**config.mk**
```make
export PLATFORM = sky130hd
export DESIGN_NAME = fdl_ctrl
export DESIGN_NICKNAME = d
export VERILOG_FILES = /design/src/design/fdl_pkg.sv /design/src/design/fdl_ctrl.sv
export VERILOG_INCLUDE_DIRS = /design/src /design/src/design
export SDC_FILE = /design/constraint.sdc
export NUM_CORES = 1
export LEC_CHECK = 0
export BUFFER_PORTS_ARGS = -buffer_cell sky130_fd_sc_hd__buf_2
export CORE_MARGIN = 8
export CORE_UTILIZATION = 45
export CTS_CLUSTER_SIZE = 16
export DETAILED_ROUTE_END_ITERATION = 8
export PLACE_DENSITY_LB_ADDON = 0.05
export SLEW_MARGIN = 20
export SYNTH_ARGS = -nofsm -noshare
export SYNTH_HDL_FRONTEND = slang
export SYNTH_SLANG_ARGS = --single-unit
export TNS_END_PERCENT = 100
```
**constraint.sdc**
```tcl
create_clock -name i_clk -period 2.2 [get_ports i_clk]
set_clock_uncertainty 0.05 [all_clocks]
set_input_delay 0.11 -clock i_clk [delete_from_list [all_inputs] [get_ports i_clk]]
set_output_delay 0.11 -clock i_clk [all_outputs]
set_load 0.02 [all_outputs]
```
**src/design/force_directed_layout_step_core_assert.svh**
```systemverilog
// Assertion helpers used by the layout control module.
`ifndef FORCE_DIRECTED_LAYOUT_STEP_CORE_ASSERT_SVH
`define FORCE_DIRECTED_LAYOUT_STEP_CORE_ASSERT_SVH

// Same-cycle implication, checked out of reset.
`define FDL_ASSERT_NOW(lbl, pre, post, msg) \
    lbl: assert property (@(posedge i_clk) disable iff (!i_rst_n) (pre) |-> (post)) \
        else $error(msg);

// Next-cycle implication, checked out of reset.
`define FDL_ASSERT_NEXT(lbl, pre, post, msg) \
    lbl: assert property (@(posedge i_clk) disable iff (!i_rst_n) (pre) |=> (post)) \
        else $error(msg);

`endif

```
**src/design/fdl_pkg.sv**
```systemverilog
`default_nettype none
package fdl_pkg;

    localparam int MAX_NODES = 64;
    localparam int FRAC_BITS = 16;
    localparam int IDX_W     = $clog2(MAX_NODES);
    localparam int CNT_W     = $clog2(MAX_NODES + 1);
    localparam int DIV_STEPS = 32;
    localparam int DIV_CNT_W = $clog2(DIV_STEPS);
    localparam int LANES     = 3;

    typedef logic signed [31:0] t_word;

    typedef enum logic [1:0] {
        KIND_LOAD,
        KIND_EDGE,
        KIND_STEP,
        KIND_CLEAR
    } t_kind;

    typedef enum logic [2:0] {
        REG_NODE_COUNT,
        REG_REPULSION,
        REG_SPRING,
        REG_DAMPING,
        REG_GRAVITY
    } t_reg;

    typedef enum logic [4:0] {
        DP_NOP,
        DP_LOAD,
        DP_ADJ_RD_N,
        DP_ADJ_WR_N,
        DP_ADJ_RD_O,
        DP_ADJ_WR_O,
        DP_RD,
        DP_NODE_CAP,
        DP_DIFF,
        DP_MUL,
        DP_SUM,
        DP_DIV_INIT,
        DP_DIV_STEP,
        DP_REP_ACC,
        DP_FMUL1,
        DP_GRAV,
        DP_NET,
        DP_ACC,
        DP_FMUL2,
        DP_VEL,
        DP_FMUL3,
        DP_POS,
        DP_WB
    } t_op;

    typedef enum logic [4:0] {
        ST_IDLE,
        ST_LOAD,
        ST_E_RDN,
        ST_E_WRN,
        ST_E_RDO,
        ST_E_WRO,
        ST_ND_RD,
        ST_ND_CAP,
        ST_PR_RD,
        ST_PR_DIFF,
        ST_PR_MUL,
        ST_PR_SUM,
        ST_PR_DIVI,
        ST_PR_DIV,
        ST_PR_ACC,
        ST_N_MUL1,
        ST_N_GRAV,
        ST_N_NET,
        ST_N_ACC,
        ST_N_MUL2,
        ST_N_VEL,
        ST_N_MUL3,
        ST_N_POS,
        ST_WB
    } t_state;

    typedef struct packed {
        t_op              op;
        logic [IDX_W-1:0] idx;
        logic             last;
        logic             in_ready;
    } t_cmd;

    typedef struct packed {
        logic             in_valid;
        t_kind            kind;
        logic [CNT_W-1:0] node_lim;
        logic             r2_zero;
        logic             out_free;
    } t_sts;

    function automatic t_word sat64(input logic signed [63:0] v);
        if (v > 64'sd2147483647) begin
            return 32'sh7fffffff;
        end else if (v < -64'sd2147483648) begin
            return 32'sh80000000;
        end
        return t_word'(v[31:0]);
    endfunction

    function automatic t_word sat_add(input t_word a, input t_word b);
        return sat64(64'(a) + 64'(b));
    endfunction

    function automatic t_word sat_sub(input t_word a, input t_word b);
        return sat64(64'(a) - 64'(b));
    endfunction

    function automatic logic [31:0] mag32(input t_word a);
        return a[31] ? 32'(-33'(a)) : 32'(a);
    endfunction

    // product scaled back by the fraction, truncated toward zero
    function automatic t_word mulq(input logic signed [63:0] p);
        logic signed [63:0] m;
        logic signed [63:0] s;
        m = p[63] ? -p : p;
        s = m >>> FRAC_BITS;
        return p[63] ? sat64(-s) : sat64(s);
    endfunction

endpackage
`default_nettype wire

```
**src/design/fdl_ctrl.sv**
```systemverilog
`default_nettype none
module fdl_ctrl import fdl_pkg::*; (
    input  wire logic i_clk,
    input  wire logic i_rst_n,
    input  wire t_sts i_sts,
    output      t_cmd o_cmd
);
    t_state               r_state, n_state;
    logic [IDX_W-1:0]     r_i, n_i;
    logic [IDX_W-1:0]     r_j, n_j;
    logic [DIV_CNT_W-1:0] r_cnt, n_cnt;
    logic                 i_last, j_last;

    assign i_last = (CNT_W'(r_i) + CNT_W'(1)) == i_sts.node_lim;
    assign j_last = (CNT_W'(r_j) + CNT_W'(1)) == i_sts.node_lim;

    always_ff @(posedge i_clk) begin
        if (!i_rst_n) begin
            r_state <= ST_IDLE;
            r_i     <= '0;
            r_j     <= '0;
            r_cnt   <= '0;
        end else begin
            r_state <= n_state;
            r_i     <= n_i;
            r_j     <= n_j;
            r_cnt   <= n_cnt;
        end
    end

    always_comb begin
        n_state         = r_state;
        n_i             = r_i;
        n_j             = r_j;
        n_cnt           = r_cnt;
        o_cmd.op        = DP_NOP;
        o_cmd.idx       = r_j;
        o_cmd.last      = 1'b0;
        o_cmd.in_ready  = 1'b0;
        unique case (r_state)
            ST_IDLE: begin
                o_cmd.in_ready = 1'b1;
                if (i_sts.in_valid) begin
                    unique case (i_sts.kind)
                        KIND_LOAD:  n_state = ST_LOAD;
                        KIND_EDGE:  n_state = ST_E_RDN;
                        KIND_STEP: begin
                            n_i = '0;
                            if (i_sts.node_lim != '0) begin
                                n_state = ST_ND_RD;
                            end
                        end
                        KIND_CLEAR: n_state = ST_IDLE;
                        default:    n_state = ST_IDLE;
                    endcase
                end
            end
            ST_LOAD: begin
                o_cmd.op = DP_LOAD;
                n_state  = ST_IDLE;
            end
            ST_E_RDN: begin
                o_cmd.op = DP_ADJ_RD_N;
                n_state  = ST_E_WRN;
            end
            ST_E_WRN: begin
                o_cmd.op = DP_ADJ_WR_N;
                n_state  = ST_E_RDO;
            end
            ST_E_RDO: begin
                o_cmd.op = DP_ADJ_RD_O;
                n_state  = ST_E_WRO;
            end
            ST_E_WRO: begin
                o_cmd.op = DP_ADJ_WR_O;
                n_state  = ST_IDLE;
            end
            ST_ND_RD: begin
                o_cmd.op  = DP_RD;
                o_cmd.idx = r_i;
                n_state   = ST_ND_CAP;
            end
            ST_ND_CAP: begin
                o_cmd.op  = DP_NODE_CAP;
                o_cmd.idx = r_i;
                n_j       = '0;
                n_state   = ST_PR_RD;
            end
            ST_PR_RD: begin
                // skip the node itself
                if (r_j == r_i) begin
                    if (j_last) begin
                        n_state = ST_N_MUL1;
                    end else begin
                        n_j = r_j + 1'b1;
                    end
                end else begin
                    o_cmd.op = DP_RD;
                    n_state  = ST_PR_DIFF;
                end
            end
            ST_PR_DIFF: begin
                o_cmd.op = DP_DIFF;
                n_state  = ST_PR_MUL;
            end
            ST_PR_MUL: begin
                o_cmd.op = DP_MUL;
                n_state  = ST_PR_SUM;
            end
            ST_PR_SUM: begin
                o_cmd.op = DP_SUM;
                n_state  = ST_PR_DIVI;
            end
            ST_PR_DIVI: begin
                if (i_sts.r2_zero) begin
                    if (j_last) begin
                        n_state = ST_N_MUL1;
                    end else begin
                        n_j     = r_j + 1'b1;
                        n_state = ST_PR_RD;
                    end
                end else begin
                    o_cmd.op = DP_DIV_INIT;
                    n_cnt    = '0;
                    n_state  = ST_PR_DIV;
                end
            end
            ST_PR_DIV: begin
                o_cmd.op = DP_DIV_STEP;
                n_cnt    = r_cnt + 1'b1;
                if (r_cnt == DIV_CNT_W'(DIV_STEPS - 1)) begin
                    n_state = ST_PR_ACC;
                end
            end
            ST_PR_ACC: begin
                o_cmd.op = DP_REP_ACC;
                if (j_last) begin
                    n_state = ST_N_MUL1;
                end else begin
                    n_j     = r_j + 1'b1;
                    n_state = ST_PR_RD;
                end
            end
            ST_N_MUL1: begin
                o_cmd.op = DP_FMUL1;
                n_state  = ST_N_GRAV;
            end
            ST_N_GRAV: begin
                o_cmd.op = DP_GRAV;
                n_state  = ST_N_NET;
            end
            ST_N_NET: begin
                o_cmd.op = DP_NET;
                n_state  = ST_N_ACC;
            end
            ST_N_ACC: begin
                o_cmd.op = DP_ACC;
                n_state  = ST_N_MUL2;
            end
            ST_N_MUL2: begin
                o_cmd.op = DP_FMUL2;
                n_state  = ST_N_VEL;
            end
            ST_N_VEL: begin
                o_cmd.op = DP_VEL;
                n_state  = ST_N_MUL3;
            end
            ST_N_MUL3: begin
                o_cmd.op = DP_FMUL3;
                n_state  = ST_N_POS;
            end
            ST_N_POS: begin
                o_cmd.op = DP_POS;
                n_state  = ST_WB;
            end
            ST_WB: begin
                o_cmd.idx  = r_i;
                o_cmd.last = i_last;
                // hold until the output register can take the node
                if (i_sts.out_free) begin
                    o_cmd.op = DP_WB;
                    if (i_last) begin
                        n_state = ST_IDLE;
                    end else begin
                        n_i     = r_i + 1'b1;
                        n_state = ST_ND_RD;
                    end
                end
            end
            default: n_state = ST_IDLE;
        endcase
    end

`include "force_directed_layout_step_core_assert.svh"

    `FDL_ASSERT_NEXT(a_div_done, (r_state == ST_PR_DIV) && (r_cnt == DIV_CNT_W'(DIV_STEPS - 1)), r_state == ST_PR_ACC, "divider did not finish after its last step")
    `FDL_ASSERT_NEXT(a_step_end, (r_state == ST_WB) && i_sts.out_free && i_last, r_state == ST_IDLE, "step did not end after final node")
    `FDL_ASSERT_NOW(a_no_self_pair, r_state == ST_PR_DIFF, r_j != r_i, "node paired with itself")

endmodule
`default_nettype wire

```
# Word level (Yosys, flattened, before mapping)
# Index checks and enable logic that the tools add are counted.
[op_classes] add_sub_neg=5 n_eq_ne=40 mux=29 reduce_logical=11
[op_table] cell="$pmux W5 S23" n=1
[op_table] cell="$pmux W5 S22" n=1
[op_table] cell="$mux W6" n=8
[op_table] cell="$eq A5 B5 Y1 const B" n=9
[op_table] cell="$mux W5" n=9
[op_table] cell="$eq A5 B4 Y1 const B" n=8
[op_table] cell="$pmux W6 S4" n=1
[op_table] cell="$eq A5 B3 Y1 const B" n=4
[op_table] cell="$pmux W5 S4" n=1
[op_table] cell="$add A6 B1 Y7 const B" n=2
[op_table] cell="$eq A7 B7 Y1" n=2
[op_table] cell="$ne A2 B2 Y1 const B" n=7
[op_table] cell="$add A6 B1 Y6 const B" n=2
[op_table] cell="$pmux W6 S2" n=1
[op_table] cell="$eq A5 B2 Y1 const B" n=2
[op_table] cell="$pmux W5 S2" n=1
[op_table] cell="$reduce_and A5 Y1" n=2
[op_table] cell="$mux W3" n=3
[op_table] cell="$reduce_bool A7 Y1" n=1
[op_table] cell="$eq A6 B6 Y1" n=1
[op_table] cell="$ne A3 B3 Y1 const B" n=2
[op_table] cell="$add A5 B1 Y5 const B" n=1
[op_table] cell="$eq A5 B1 Y1 const B" n=1
[op_table] cell="$logic_not A5 Y1" n=1
[op_table] cell="other kinds (11)" n=14
[totals] regBits=22 in_bits=14 output_inout_bits=13

# Logic depth before layout (Yosys ltp)
[depth] word_depth=5 depth_mapped=8 depth_no_buf=8

# Least setup slack after synthesis
# Ideal clock, no wire load.
[synth_path] path_type="register -> register" start="register r_j[0]" end="register r_j[5]" setup_time_ns=0.122 arrival_time_ns=1.957 required_ns=2.028 setup_slack_ns=0.071 stages_incl_launch_ff=8 path_buffers=1 synth_period_minus_slack_ns=2.129 path_cell_list="dfxtp_1 > buf_4 > nand2_2 > or3_1 > a211o_1 > a211oi_4 > nor3_1 > a221o_1"
[synth_via] elab_chain_cells=5 word_cells_on_any_way=10 classes_between="2 x add/sub; 3 x eq/ne; 4 x mux; 1 x reduce/logical"
[synth_lines] item="start, declared" line_no="fdl_ctrl.sv:10" source="logic [IDX_W-1:0] r_j, n_j;"
[synth_lines] item="start signal, assigned" line_no="fdl_ctrl.sv:26" source="r_j <= n_j;"
[synth_lines] item="$add A6 B1 Y7" line_no="fdl_ctrl.sv:15" source="assign j_last = (CNT_W'(r_j) + CNT_W'(1)) == i_sts.node_lim;"
[synth_lines] item="$eq A7 B7 Y1" line_no="fdl_ctrl.sv:15"
[synth_lines] item="$mux W6" line_no="fdl_ctrl.sv:92, fdl_ctrl.sv:116, fdl_ctrl.sv:137"
[synth_lines] item="$mux W6, on equally long branches" line_no="fdl_ctrl.sv:115, fdl_ctrl.sv:91"
[synth_lines] item="$pmux W6 S4" line_no="fdl_ctrl.sv:40" source="unique case (r_state)"
# Several ways; a longest one is shown, not always the timed one. The select of a mux whose other input is x is not followed.
# A chain may end at the register's enable or synchronous reset.

==> impl_results.md <==
- Max-slew headroom: 71.24%
- #FFs+latches synth: 22
- Hold WC Path Type: in2reg
- Slew Limit Fails: 0
- Die height: 84.23 µm
- Hold path depth: 2
- CTS tree: done
- Average size of a mapped cell: 7.401 µm²
- Critical Path AT: 1.95 ns
- Final setup vio count: 0
- Setup TNS: 0 ns
- Req. time, crit path: 2.04 ns
- Core region area: 0.004598 mm²
- Syn nets: 303
- Drt first pass iters: 4
- Fmax: 0.4732 GHz
- Vias: 2294
- Seq pwr share: 29.1%
- Tcrit/Tclk final: 96.05%
- Final hold vios: 0
- Worst VDD drop: 0.4913 mV
- Clock tree buffer depth: 2
- Clock sink total: 22
- Initial DRC count: 79
- Run status: finished clean
- Worst Setup Path Type: reg2out
- FFs w/ async S/R, synth: 0%
- Yosys warnings: 0
- R2R depth: 6
- Number of synthesized flops with an enable pin: 0
- Library cells used by synthesis: 58
- N_diodes: 0
- Initial Utilization: 45.55%
- Die Wd: 84.23 µm
- CTS clk-pin slew, worst paths: 0.08 ns
- Die ar.: 0.007094 mm²
- DRC Markers: 0
- Design Power: 1644 µW
- Total Routing Usage GR: 17.37%
- Site row count: 25
- Ys flop type: dfxtp_1
- Register area share after synthesis: 21.03%
- Synthesized cell area: 0.002095 mm²
- Syn Inst Count: 283
- Clock Tree Root: clkbuf_8
- Pwr Density: 603.2 mW/mm²
- DR vias/cell: 5.897
- Overflow after GRT: 0
- Initial antenna violation count: 0
- Commonest non-fill, non-tap cells in the layout: buf_4, nand2_1, buf_2, nor2_1, xnor2_1
- Detail Route Antenna Nets: 0
- Clk_lat worst skew: 0.27 ns
- Io pins: 27
- CP max FO: 5
- Worst slew pin tran: 0.4275 ns
- Final HPWL DP: 4898 µm
- Global-route wire length before repair: 10380 µm
- Crit. End Element: primary output
- # port buffers: 26
- Drt total wl: 6234 µm
- Layout area overhead: 30.17%
- CP startpoint kind: flop
- Leading cell type in the layout, fill and taps excluded: buf_4
- Leakage: 0.001092 µW
- Switch Pwr: 646.9 µW
- Final worst path period need: 2.113 ns
- Vias in the first global route: 2210
- Drt wl/cell: 16.03 µm
- Worst hold margin: 0.1440 ns
- Final #Nets: 356
- H-tree level count: 1
- Internal cell power: 997.5 µW
- Comb pwr share: 47.7%
- TritonCTS buffer count: 3
- Clock power frac: 23.2%
- Final Wtd Congestion: 0.8514
- RSZ-0062 raised after global routing: yes
- Share of cells above drive strength 1: 33.73%
- Largest net degree at the start of global routing: 19
- Max-Cap Viols: 0
- Switching Share: 39.34%
[cells by family after synthesis]
kind of cell / Yosys count / share of synthesized area (%)
buffers and inverters: 31 / 6.272
AO/OA/AOI/OAI: 79 / 26.64
multiplexers: 6 / 3.166
XOR/XNOR: 25 / 10.45
flip-flops: 22 / 21.03
AND/OR/NAND/NOR: 114 / 28.85
adder cells (fa/ha/maj): 6 / 3.584
[sequential cells by signal, summed over array words and instances (netlist names)]
signal,flops
r_cnt,5
r_j,6
r_state,5
r_i,6
[worst paths after layout]
| check | startpoint | endpoint | slack, ns |
|---|---|---|---|
| setup / recovery | r_i[1] | o_cmd[1] | 0.09 |
| setup reg to reg | r_j[1] | r_j[5] | 0.10 |
| hold / removal | i_rst_n | r_i[2] | 0.14 |
| hold reg to reg | r_cnt[3] | r_cnt[3] | 0.40 |
[what timing repair did]
action                                 4_1_cts  5_1_grt
setup endpoints to repair                    7       21
cloned                                       0        0
endpoints found under the hold margin        0        0
gates resized for setup                      5       35
hold buffers                                 0        0
setup buffers                                0        3
pin swaps                                    1        9
[area by class of cell]
class                      instances  area, µm²
clock buffer                       3      41.29
tap                               54      67.56
fill                             449       1872
clock inverter                     1      30.03
timing repair buffer              68      455.4
sequential                        22      464.2
multi-input combinational        230       1627
inverter                          11      41.29
[metrics by stage]
step / instances / cell area, µm² / util [%] / worst slack (ns)
floorplan: 283 / 2095 / - / 0.07096
global placement: 382 / 2495 / 54.26 / 0.04166
detailed placement: 382 / 2495 / 54.26 / -0.0007712
CTS: 386 / 2577 / 56.05 / 0.001103
global route: 389 / 2726 / 59.29 / -0.02850
finish: 389 / 2726 / 59.29 / 0.08692
[power by group through the flow]
| stage | Sequential (µW) | Clock, µW | Combinational, µW |
|---|---|---|---|
| final | 479 | 382 | 784 |
| after global routing | 485 | 409 | 868 |
| after CTS | 473 | 394 | 771 |
| after detailed placement | 479 | 0 | 766 |
| after global placement | 481 | 0 | 771 |
| after floorplan | 450 | 0 | 538 |
[critical path: stages, from the launching register on]
cell     delay (ns)
dfxtp_2        0.37
ha_2           0.23
nand3_1        0.19
nor3_1         0.26
a21oi_2        0.12
nor4_2         0.32
buf_4          0.20
[synth_stat cells (all sizes together), types with 5 or more instances]
master | count | area share, %
nand3 | 15 | 3.6
buf | 5 | 1.6
a21oi | 16 | 3.8
mux2 | 5 | 2.7
o21ai | 17 | 4.1
nor2 | 22 | 3.9
xor2 | 6 | 2.5
inv | 9 | 1.6
ha | 6 | 3.6
and3 | 5 | 1.5
nor3 | 8 | 1.9
dfxtp | 22 | 21
and2 | 7 | 2.1
nand2b | 6 | 1.8
clkbuf | 15 | 2.7
nand2 | 26 | 4.8
xnor2 | 19 | 7.9
nor4 | 5 | 1.8
[routing by layer]
layer	wire [µm]	up-vias	part of all wire (%)	track usage, %
li1	-	1145	-	-
met5	0	-	0	0
met4	59	0	0.95	5.024
met1	2943	1096	47	22.15
met3	240	5	3.8	2.904
met2	2991	48	48	28.97
(Power assumes the default switching activity.)
